### src/rtl/core/desp_pkg.sv
// Shared types and constants of the detector event stream parser.
package desp_pkg;

  // Input word: one payload byte with its event flags
  typedef struct packed {
    logic [7:0] data_byte;
    logic       last_of_event;
    logic       end_of_cycle;
  } desp_in_t;

  // Result word
  typedef struct packed {
    logic [2:0]  kind;
    logic [10:0] device_id;
    logic [6:0]  wire_res;
    logic [11:0] drift_time;
    logic [5:0]  dev_mask;
    logic [11:0] trig_cause;
    logic [17:0] gate_len;
    logic [2:0]  error_code;
    logic        last;
  } desp_res_t;

  // Result kinds
  localparam logic [2:0] KIND_PROP  = 3'd0;
  localparam logic [2:0] KIND_DRIFT = 3'd1;
  localparam logic [2:0] KIND_TRIG  = 3'd2;
  localparam logic [2:0] KIND_END   = 3'd3;
  localparam logic [2:0] KIND_ERROR = 3'd4;

  // Error codes
  localparam logic [2:0] ERR_NONE      = 3'd0;
  localparam logic [2:0] ERR_HDR_BIT   = 3'd1;
  localparam logic [2:0] ERR_DRIFT_BIT = 3'd2;
  localparam logic [2:0] ERR_DIGIT     = 3'd3;
  localparam logic [2:0] ERR_TRUNC     = 3'd4;

  // Register indexes (byte address / 4)
  localparam logic [1:0] REG_PROP_TYPE  = 2'd0;
  localparam logic [1:0] REG_DRIFT_TYPE = 2'd1;
  localparam logic [1:0] REG_TRIG_TYPE  = 2'd2;

  // Register reset values
  localparam logic [2:0] PROP_TYPE_RST  = 3'd0;
  localparam logic [2:0] DRIFT_TYPE_RST = 3'd1;
  localparam logic [2:0] TRIG_TYPE_RST  = 3'd2;

  // Counter id that closes an end-of-cycle block
  localparam logic [15:0] LAST_COUNTER = 16'h7F4F;

  // Parser phase, one-hot
  typedef enum logic [10:0] {
    PH_HDR_HI     = 11'b000_0000_0001,
    PH_HDR_LO     = 11'b000_0000_0010,
    PH_PROP       = 11'b000_0000_0100,
    PH_DRIFT_WIRE = 11'b000_0000_1000,
    PH_DRIFT_TIME = 11'b000_0001_0000,
    PH_TRIG       = 11'b000_0010_0000,
    PH_EOC_CYCLE  = 11'b000_0100_0000,
    PH_EOC_PAD    = 11'b000_1000_0000,
    PH_EOC_ID     = 11'b001_0000_0000,
    PH_EOC_VAL    = 11'b010_0000_0000,
    PH_SKIP       = 11'b100_0000_0000
  } desp_phase_t;

  // Place a 6-bit digit at digit position sel of an 18-bit field
  function automatic logic [17:0] place_digit(input logic [5:0] d, input logic [1:0] sel);
    logic [17:0] r;
    r = '0;
    case (sel)
      2'd0: r = {12'b0, d};
      2'd1: r = {6'b0, d, 6'b0};
      2'd2: r = {d, 12'b0};
      default: r = '0;
    endcase
    return r;
  endfunction

endpackage

### src/rtl/core/detector_event_stream_parser.sv
// Top level of the detector event stream parser: byte parser, result queue, register port.

// Takes the payload of one detector event one byte word per cycle on the data
// channel and returns decoded hits, trigger info, event-end and error words on
// the result channel. Each byte is held in one input register and decoded in a
// single pass; its results (at most two: a hit or trigger word followed by an
// event end or a truncation error) go into a four-entry result queue. A new
// byte is taken every cycle as long as the queue holds at most two words, so
// the sustained rate is one byte per cycle, limited by the result side taking
// one word per cycle. Each byte is registered in the input register before its
// results are written to the result queue. A malformed byte yields one error
// word and every further byte of that event is dropped without a result. The
// three block type codes are to be written by the user through the APB port
// at byte addresses 0, 4 and 8 only while the block is idle; it does not enforce
// this. When codes coincide, proportional wins over drift and drift over trigger.
module detector_event_stream_parser (
  input  logic                 clk,
  input  logic                 rst,
  // register port
  input  logic                 psel,
  input  logic                 penable,
  input  logic                 pwrite,
  input  logic [3:0]           paddr,
  input  logic [31:0]          pwdata,
  output logic [31:0]          prdata,
  output logic                 pready,
  // byte channel
  input  logic                 data_valid,
  output logic                 data_ready,
  input  desp_pkg::desp_in_t   data,
  // result channel
  output logic                 result_valid,
  input  logic                 result_ready,
  output desp_pkg::desp_res_t  result
);
  import desp_pkg::*;

  // ---------------- register port ----------------
  logic [2:0] prop_code;
  logic [2:0] drift_code;
  logic [2:0] trig_code;
  logic       cfg_wr;
  logic [1:0] cfg_idx;

  assign pready  = 1'b1;
  assign cfg_wr  = psel && penable && pwrite;
  assign cfg_idx = paddr[3:2];

  always_ff @(posedge clk) begin
    if (rst) begin
      prop_code  <= PROP_TYPE_RST;
      drift_code <= DRIFT_TYPE_RST;
      trig_code  <= TRIG_TYPE_RST;
    end else if (cfg_wr) begin
      case (cfg_idx)
        REG_PROP_TYPE:  prop_code  <= pwdata[2:0];
        REG_DRIFT_TYPE: drift_code <= pwdata[2:0];
        REG_TRIG_TYPE:  trig_code  <= pwdata[2:0];
        default: ; // unmapped address, write ignored
      endcase
    end
  end

  always_comb begin
    case (cfg_idx)
      REG_PROP_TYPE:  prdata = {29'b0, prop_code};
      REG_DRIFT_TYPE: prdata = {29'b0, drift_code};
      REG_TRIG_TYPE:  prdata = {29'b0, trig_code};
      default:        prdata = '0;
    endcase
  end

  // ---------------- input register ----------------
  localparam int QDEPTH = 4;
  localparam int QAW    = $clog2(QDEPTH);

  logic        stg_valid;
  desp_in_t    stg;
  logic        stg_adv;
  logic [QAW:0] q_cnt;

  // Decode only when the queue has room for two words.
  assign stg_adv    = stg_valid && (q_cnt <= (QAW+1)'(QDEPTH - 2));
  assign data_ready = !stg_valid || stg_adv;

  always_ff @(posedge clk) begin
    if (rst) begin
      stg_valid <= 1'b0;
    end else if (data_ready) begin
      stg_valid <= data_valid;
    end
  end

  always_ff @(posedge clk) begin
    if (data_ready && data_valid) begin
      stg <= data;
    end
  end

  // ---------------- parser state ----------------
  desp_phase_t phase, phase_next;
  logic [7:0]  header_high, header_high_next;
  logic [10:0] block_device, block_device_next;
  logic [2:0]  digit_count, digit_count_next;
  logic [17:0] field_acc, field_acc_next;      // drift time / gate time digits
  logic [5:0]  held_wire, held_wire_next;
  logic [17:0] held_mask_cause, held_mask_cause_next;
  logic [15:0] cnt_id, cnt_id_next;
  logic        drop_to_end, drop_to_end_next;

  // decode outputs
  logic        data_vld;
  desp_res_t   data_res;
  logic        tail_vld;
  desp_res_t   tail_res;
  logic [1:0]  push_n;
  desp_res_t   slot0, slot1;

  always_comb begin
    logic [7:0]  b;
    logic        bad_digit;
    logic [2:0]  err;
    logic [15:0] hdr;
    logic [2:0]  btype;
    logic [2:0]  dc_m3;
    logic        may_end;

    b         = stg.data_byte;
    bad_digit = |b[7:6];
    err       = ERR_NONE;
    hdr       = {header_high, b};
    btype     = hdr[14:12];
    dc_m3     = digit_count - 3'd3;
    may_end   = 1'b0;

    phase_next           = phase;
    header_high_next     = header_high;
    block_device_next    = block_device;
    digit_count_next     = digit_count;
    field_acc_next       = field_acc;
    held_wire_next       = held_wire;
    held_mask_cause_next = held_mask_cause;
    cnt_id_next          = cnt_id;
    drop_to_end_next     = drop_to_end;

    data_vld = 1'b0;
    data_res = '0;
    tail_vld = 1'b0;
    tail_res = '0;

    if (drop_to_end) begin
      // rest of a bad event: silent until its last byte
      if (stg.last_of_event) begin
        drop_to_end_next = 1'b0;
        phase_next       = PH_HDR_HI;
        digit_count_next = '0;
      end
    end else begin
      if (b[7] && (phase == PH_PROP || phase == PH_DRIFT_WIRE || phase == PH_SKIP)) begin
        // marker byte ends the block data and opens the next header
        header_high_next = b;
        phase_next       = PH_HDR_LO;
      end else begin
        case (phase)
          PH_HDR_HI: begin
            if (!b[7]) begin
              err = ERR_HDR_BIT;
            end else begin
              header_high_next = b;
              phase_next       = PH_HDR_LO;
            end
          end
          PH_HDR_LO: begin
            block_device_next    = {hdr[11:8], hdr[6:0]};
            digit_count_next     = '0;
            field_acc_next       = '0;
            held_mask_cause_next = '0;
            if (btype == prop_code) begin
              phase_next = PH_PROP;
            end else if (btype == drift_code) begin
              phase_next = PH_DRIFT_WIRE;
            end else if (btype == trig_code) begin
              phase_next = stg.end_of_cycle ? PH_EOC_CYCLE : PH_TRIG;
            end else begin
              phase_next = PH_SKIP;
            end
          end
          PH_PROP: begin
            data_vld           = 1'b1;
            data_res.kind      = KIND_PROP;
            data_res.device_id = block_device;
            data_res.wire_res  = b[6:0];
          end
          PH_DRIFT_WIRE: begin
            if (!b[6]) begin
              err = ERR_DRIFT_BIT;
            end else begin
              held_wire_next   = b[5:0];
              digit_count_next = '0;
              field_acc_next   = '0;
              phase_next       = PH_DRIFT_TIME;
            end
          end
          PH_DRIFT_TIME: begin
            if (bad_digit) begin
              err = ERR_DIGIT;
            end else begin
              field_acc_next = field_acc | place_digit(b[5:0], {1'b0, digit_count[0]});
              if (digit_count >= 3'd1) begin
                data_vld            = 1'b1;
                data_res.kind       = KIND_DRIFT;
                data_res.device_id  = block_device;
                data_res.wire_res   = {1'b0, held_wire};
                data_res.drift_time = field_acc_next[11:0];
                digit_count_next    = '0;
                phase_next          = PH_DRIFT_WIRE;
              end else begin
                digit_count_next = digit_count + 3'd1;
              end
            end
          end
          PH_TRIG: begin
            if (bad_digit) begin
              err = ERR_DIGIT;
            end else begin
              // mask and cause digits first, then gate time digits
              if (digit_count < 3'd3) begin
                held_mask_cause_next = held_mask_cause
                                       | place_digit(b[5:0], digit_count[1:0]);
              end else begin
                field_acc_next = field_acc | place_digit(b[5:0], dc_m3[1:0]);
              end
              if (digit_count >= 3'd5) begin
                data_vld            = 1'b1;
                data_res.kind       = KIND_TRIG;
                data_res.device_id  = block_device;
                data_res.dev_mask   = held_mask_cause_next[5:0];
                data_res.trig_cause = held_mask_cause_next[17:6];
                data_res.gate_len   = field_acc_next;
                digit_count_next    = '0;
                phase_next          = PH_HDR_HI;
              end else begin
                digit_count_next = digit_count + 3'd1;
              end
            end
          end
          PH_EOC_CYCLE: begin
            if (bad_digit) begin
              err = ERR_DIGIT;
            end else if (digit_count >= 3'd1) begin
              digit_count_next = '0;
              phase_next       = PH_EOC_PAD;
            end else begin
              digit_count_next = digit_count + 3'd1;
            end
          end
          PH_EOC_PAD: begin
            if (digit_count >= 3'd2) begin
              digit_count_next = '0;
              phase_next       = PH_EOC_ID;
            end else begin
              digit_count_next = digit_count + 3'd1;
            end
          end
          PH_EOC_ID: begin
            if (digit_count == 3'd0) begin
              cnt_id_next      = {8'b0, b};
              digit_count_next = 3'd1;
            end else begin
              cnt_id_next      = {b, cnt_id[7:0]};
              digit_count_next = '0;
              phase_next       = PH_EOC_VAL;
            end
          end
          PH_EOC_VAL: begin
            if (bad_digit) begin
              err = ERR_DIGIT;
            end else if (digit_count >= 3'd3) begin
              digit_count_next = '0;
              phase_next       = (cnt_id == LAST_COUNTER) ? PH_SKIP : PH_EOC_ID;
            end else begin
              digit_count_next = digit_count + 3'd1;
            end
          end
          PH_SKIP: ;
          default: phase_next = PH_HDR_HI;
        endcase
      end

      may_end = (phase_next == PH_HDR_HI) || (phase_next == PH_PROP) ||
                (phase_next == PH_DRIFT_WIRE) || (phase_next == PH_SKIP);

      if (err != ERR_NONE) begin
        tail_vld            = 1'b1;
        tail_res.kind       = KIND_ERROR;
        tail_res.error_code = err;
        phase_next          = PH_HDR_HI;
        digit_count_next    = '0;
        drop_to_end_next    = !stg.last_of_event;
      end else if (stg.last_of_event) begin
        tail_vld = 1'b1;
        if (may_end) begin
          tail_res.kind = KIND_END;
        end else begin
          tail_res.kind       = KIND_ERROR;
          tail_res.error_code = ERR_TRUNC;
        end
        phase_next       = PH_HDR_HI;
        digit_count_next = '0;
      end
    end
  end

  // Pack the byte's results in order; last marks the final one.
  always_comb begin
    slot0  = data_vld ? data_res : tail_res;
    slot1  = tail_res;
    push_n = {1'b0, data_vld} + {1'b0, tail_vld};
    slot0.last = !(data_vld && tail_vld);
    slot1.last = 1'b1;
  end

  always_ff @(posedge clk) begin
    if (rst) begin
      phase       <= PH_HDR_HI;
      drop_to_end <= 1'b0;
      digit_count <= '0;
    end else if (stg_adv) begin
      phase       <= phase_next;
      drop_to_end <= drop_to_end_next;
      digit_count <= digit_count_next;
    end
  end

  always_ff @(posedge clk) begin
    if (rst) begin
      header_high     <= '0;
      block_device    <= '0;
      field_acc       <= '0;
      held_wire       <= '0;
      held_mask_cause <= '0;
      cnt_id          <= '0;
    end else if (stg_adv) begin
      header_high     <= header_high_next;
      block_device    <= block_device_next;
      field_acc       <= field_acc_next;
      held_wire       <= held_wire_next;
      held_mask_cause <= held_mask_cause_next;
      cnt_id          <= cnt_id_next;
    end
  end

  // ---------------- result queue ----------------
  desp_res_t       q_mem [QDEPTH];
  logic [QAW-1:0]  q_wr;
  logic [QAW-1:0]  q_rd;
  logic            q_pop;
  logic [1:0]      q_push;

  assign q_push       = stg_adv ? push_n : 2'd0;
  assign q_pop        = result_valid && result_ready;
  assign result_valid = (q_cnt != '0);
  assign result       = q_mem[q_rd];

  always_ff @(posedge clk) begin
    if (rst) begin
      q_wr  <= '0;
      q_rd  <= '0;
      q_cnt <= '0;
    end else begin
      q_wr  <= q_wr + QAW'(q_push);
      q_rd  <= q_rd + QAW'(q_pop);
      q_cnt <= q_cnt + (QAW+1)'(q_push) - (QAW+1)'(q_pop);
    end
  end

  always_ff @(posedge clk) begin
    if (q_push != 2'd0) begin
      q_mem[q_wr] <= slot0;
    end
    if (q_push == 2'd2) begin
      q_mem[q_wr + QAW'(1)] <= slot1;
    end
  end

endmodule

### config.mk
export PLATFORM = sky130hd
export DESIGN_NAME = detector_event_stream_parser
export DESIGN_NICKNAME = d
export VERILOG_FILES = /design/src/rtl/core/desp_pkg.sv /design/src/rtl/core/detector_event_stream_parser.sv
export SDC_FILE = /design/constraint.sdc
export NUM_CORES = 1
export LEC_CHECK = 0
export ABC_AREA = 1
export BUFFER_PORTS_ARGS = -buffer_cell sky130_fd_sc_hd__buf_4
export CAP_MARGIN = 10
export CORE_MARGIN = 2
export CORE_UTILIZATION = 35
export CTS_BUF_LIST = sky130_fd_sc_hd__clkbuf_4 sky130_fd_sc_hd__clkbuf_8
export DETAILED_ROUTE_END_ITERATION = 7
export SLEW_MARGIN = 20
export SYNTH_ARGS = -nofsm -noshare
export SYNTH_HDL_FRONTEND = slang
export SYNTH_SLANG_ARGS = --single-unit
### constraint.sdc
create_clock -name clk -period 4.09 [get_ports clk]
set_input_delay 1.227 -clock clk [delete_from_list [all_inputs] [get_ports clk]]
set_output_delay 1.227 -clock clk [all_outputs]
set_load 0.01 [all_outputs]
-- After elaboration in Yosys (flattened, before gate mapping)
Memory sizes are Yosys's and may differ from the RTL's. A register that Yosys moved wholly into a read port is not among the register bits.
Cells that the tools add are included.
- memory bits (writable): 292
- input bits: 53
- memories: 1
- logic and storage cells: 235
- output and inout port bits: 108
- register bits after elaboration: 118
- equal/unequal tests: 35
- reduce and logical (&&, ||, !) cells: 44
- magnitude comparators: 6
- bitwise operators: 6
- add/subtract/negate cells: 8
- multiplexer cells: 115
- memories (memory ; depth ; width ; read ports ; clocked after Yosys merged registers in ; write ports ; RTL line ; text):
    q_mem ; 4 ; 73 ; 1 ; 1 ; 2 ; detector_event_stream_parser.sv:354 ; desp_res_t q_mem [QDEPTH];
- operator list (operator ; number):
    18-bit 2-to-1 mux ; 20
    11-bit 2-to-1 mux ; 22
    69-bit 2-to-1 mux ; 2
    11-bit one-hot mux with 10 select lines ; 1
    36-bit 2-to-1 mux ; 3
    18-bit one-hot mux with 3 select lines ; 2
    73-bit 2-to-1 mux ; 1
    18-bit one-hot mux with 2 select lines ; 2
    18-bit one-hot mux with 4 select lines ; 1
    3-bit 2-to-1 mux ; 22
    31-bit 2-to-1 mux ; 2
    18-bit bitwise OR ; 3
    14-bit one-hot mux with 3 select lines ; 1
    7-bit 2-to-1 mux ; 4
    13-bit 2-to-1 mux ; 2
    11-bit by 1-bit == test with 1-bit output (second input constant) ; 2
    11-bit == test (second input constant) ; 2
    11-bit by 3-bit == test with 1-bit output (second input constant) ; 2
    11-bit by 4-bit == test with 1-bit output (second input constant) ; 2
    3-bit one-hot mux with 7 select lines ; 1
    1-bit 2-to-1 mux ; 18
    16-bit by 15-bit == test with 1-bit output (second input constant) ; 1
    16-bit 2-to-1 mux ; 1
    5-bit AND reduction ; 3
    other kinds (49) ; 94

-- Logic depth before layout (Yosys ltp)
- word-level depth: 16
- gate-level depth with buffers: 27
- depth with buffers taken out: 25

-- Least setup slack after synthesis
Ideal clock, no wire load.
- path kind: flip-flop to flip-flop
- start point: reg phase[4]
- end point: reg q_cnt[2]
- data arrival time: 3232 ps
- data required time: 3962 ps
- buffers on the path: 0
- cell stages (with the launch flop): 25
- library setup time: 128 ps
- path slack: 731 ps
- clock period less this slack: 3359 ps
- path through: dfxtp_1 nor2_1 nand2_2 nor2_2 nand2_2 nand3_1 nand2_1 nand3_1 nand2_1 nor2_4 inv_1 nand2_1 inv_1 ha_1 inv_1 nor2_2 inv_1 ha_1 inv_1 ha_1 inv_1 fa_1 xor2_1 inv_1 nor2_1
- longest elaborated chain between the ends: 13
- elaborated cells on any way between the ends: 25
- classes of those cells: 3 x add/sub; 8 x eq/ne; 9 x mux; 5 x reduce/logical
- ends and longest elaborated chain (element ; RTL line ; text):
    start, declared ; detector_event_stream_parser.sv:101 ; desp_phase_t phase, phase_next;
    start signal, assigned ; detector_event_stream_parser.sv:329 ; phase <= phase_next;
    parallel branches: the longest is 9 deep, another holds 11-bit by 10-bit == test with 1-bit output ; - ;
    1-bit by 1-bit adder with 2-bit output * ; detector_event_stream_parser.sv:318 ; push_n = {1'b0, data_vld} + {1'b0, tail_vld};
    2-bit 2-to-1 mux * ; detector_event_stream_parser.sv:360 ; assign q_push = stg_adv ? push_n : 2'd0;
    3-bit by 2-bit adder with 3-bit output * ; detector_event_stream_parser.sv:373 ; q_cnt <= q_cnt + (QAW+1)'(q_push) - (QAW+1)'(q_pop);
    3-bit by 1-bit subtractor with 3-bit output * ; detector_event_stream_parser.sv:373 ;
    end signal, assigned ; detector_event_stream_parser.sv:373 ;
    end, declared ; detector_event_stream_parser.sv:80 ; logic [QAW:0] q_cnt;
Every way passes the cells marked *. The select of a mux whose other input is x is not followed.
A chain may end at the register's enable or synchronous reset.

==> results.md <==
* Final period utilization at 94.4%
* Pre-CTS setup slack at 0.242 ns
* Normalized max-slew margin at 32.2%
* Hold crit path type: reg -> reg
* DR vias/cell at 5.27
* Layout fillers at 5,151
* Post-CTS Setup Inserts at 0
* First-pass GRT wire length at 89.5 mm
* GP Congestion at 0.895
* Layout cells sized above 1 at 13.3%
* Routed vias at 16,873
* TritonCTS clock tree: done
* Final Skew at 0.0386 ns
* WS Path Type: reg -> out
* Die Wd at 230 µm
* Cell with the most instances after synthesis: nand2_1
* Worst-skew pair later-pin latency at 0.64 ns
* Starting Density at 35.6%
* Worst setup margin at 0.229 ns
* Die Footprint at 53,000 µm²
* Crit end category: output port
* Port-buffer cells at 99
* Post-layout utilization of the core at 41.5%
* Fin crit period at 3.86 ns
* DRT Wirelength at 58.7 mm
* Avg Cell Area, Syn at 7.50 µm²
* Met3 routed WL at 4.07 mm
* Top FF cell, synth: dfxtp_1
* Synth Register Bits at 410
* Die H at 230 µm
* # hold bufs at CTS at 0
* Final nets at 2,542
* Post-Layout Cell Count at 3,200
* Yosys cell types at 47
* Setup TNS at 0 ns
* Top cells by count, synth: nand2_1, dfxtp_1, o21ai_0
* CP Max Fanout at 74
* Largest net degree at the start of global routing at 75
* Post-cts resize count at 0
* Final Hold Vio Count at 0
* DRC violations left at 0
* Antenna viol nets, final at 0
* Worst setup SP type: flip-flop
* Dpl cells at 3,074
* Worst path arrival time at 2.63 ns
* Synth top area cells: dfxtp_1, o21ai_0, nand2_1, edfxtp_1, nor2_1
* Pwr/cell area at 555 nW/µm²
* Detailed router's first-iteration violation count at 1,548
* Minimum hold slack at 0.447 ns
* Met1 wire length at 25.7 mm
* Synth Warn # at 0
* GRT overflow at 0
* Total of max-cap violations at 0
* Async S/R FF share, synth at 0%
* Max IR drop VDD at 0.222 mV
* DR WL/cell at 18.4 µm
* Met2 WL post-DR at 27.3 mm
* Number of synthesized flops with an enable pin at 34
* Dominant cell type by area after synthesis: dfxtp_1
* First-pass DRT Iterations at 6
* WP data required at 2.86 ns
* Number of setup violations in the final report at 0
* DR top layer: met4
* Standard-cell rows at 82
* Clock buffer depth at 3
* Global-route usage over all layers at 21.5%
* Final Slew Violations at 0
* CTS Buf Count at 71
* CTS sink count at 410
* DP HPWL at 38.1 mm
* RSZ-0062 raised after global routing: yes
* Fin area at 20,900 µm²
* Post-Synthesis Cell Area at 17,900 µm²
* Status: completed
* Synthesis-to-layout area growth at 16.6%
* Clock transition at path regs at 0.06 ns
* Sequential area share after synthesis at 47.8%
* Number of global-route vias before repair at 15,993
* H-tree depth at 3
* Top-area cell type share of the netlist area at 42.1%
* Mapped Cells at 2,387
* Cell Area, Placed at 19,300 µm²
* Boundary pin count at 161
* Fmax achieved at 259 MHz
* Lkg Pwr at 8.16 nW
* Core ar. at 50,300 µm²
* Clk root buf: clkbuf_8
* Total power draw at 11.6 mW
* Initial antenna violation count at 2
* Worst-margin pin slew at 1.01 ns
cell usage in the layout, fill, tap and decap left out, types with 4 or more instances in the layout:
cell type  synthesis  final
inv_6              0      4
buf_4             38    152
clkbuf_8           0     88
nand2_2            9     12
nor3_1            25     24
nor2_2             9      9
nand3_1           65     65
o21ai_0          353    352
o22ai_1           88     88
buf_12             0      6
nand2_1          445    442
conb_1             2     30
inv_2             10     11
nand4_1           11     11
edfxtp_1          34     34
o21ai_1          130    131
nor2_1           255    254
inv_1            161    159
nor2_4             6      7
o41ai_1            8      8
o21bai_1           6      6
a31oi_1            6      6
a41oi_1            4      4
dfxtp_1          376    374
a211oi_1          24     24
ha_1              13     13
a21oi_1          130    128
a22oi_1            7      7
xnor2_1           12     12
clkbuf_4           0     24
power by group:
group          total (mW)  leakage (nW)  switching (mW)  internal (mW)
clock network        4.04         0.826            1.69           2.36
logic                3.08          3.95            1.96           1.11
registers            4.48          3.39           0.179           4.30
kinds of logic after synthesis:
family / Yosys count / share of synthesized area (%)
simple gates: 837 / 19.2
compound gates: 764 / 23.0
fa+ha+maj: 14 / 1.02
flops: 410 / 47.8
buf+inv: 347 / 8.38
other cells: 2 / 0.0420
xor+xnor: 13 / 0.636
critical path: stages (launching register included):
cell and delay (ns):
dfxtp_2 0.33, buf_4 0.75, o21ai_0 0.22, o22ai_1 0.46, buf_4 0.21
routing by layer:
layer	vias to the layer above	GRT usage (%)
met5	-	0
met4	0	8.63
met3	99	3.78
met2	647	35.2
met1	7966	28.1
li1	8161	-
area by class of cell:
class / count / area, µm² / area share [%]
flip-flops and latches: 410 / 8550 / 41.0
clock inverters: 12 / 160 / 0.767
inverters: 175 / 664 / 3.18
repair buffers: 159 / 1270 / 6.10
multi-input cells: 1658 / 7990 / 38.3
diodes: 2 / 5.00 / 0.0240
well taps: 672 / 841 / 4.03
clock buffers: 112 / 1390 / 6.66
registers in the layout (all words and copies together), names as in the netlist, 6 cells and up:
name,count
field_acc,18
phase,11
held_wire,6
q_mem,292
header_high,7
stg,10
held_mask_cause,18
cnt_id,16
block_device,11
final timing paths:
check | startpoint | to | slack, ns | depth (start not counted)
worst max-delay path | q_rd[1] | result[52] | 0.23 | 4
worst min-delay path | block_device[4] | block_device[4] | 0.45 | 2
worst max register to register | stg[8] | q_mem[3][40] | 0.33 | 23
worst min register to register | block_device[4] | block_device[4] | 0.45 | 2
No activity file was read; power rests on OpenSTA's default activity.
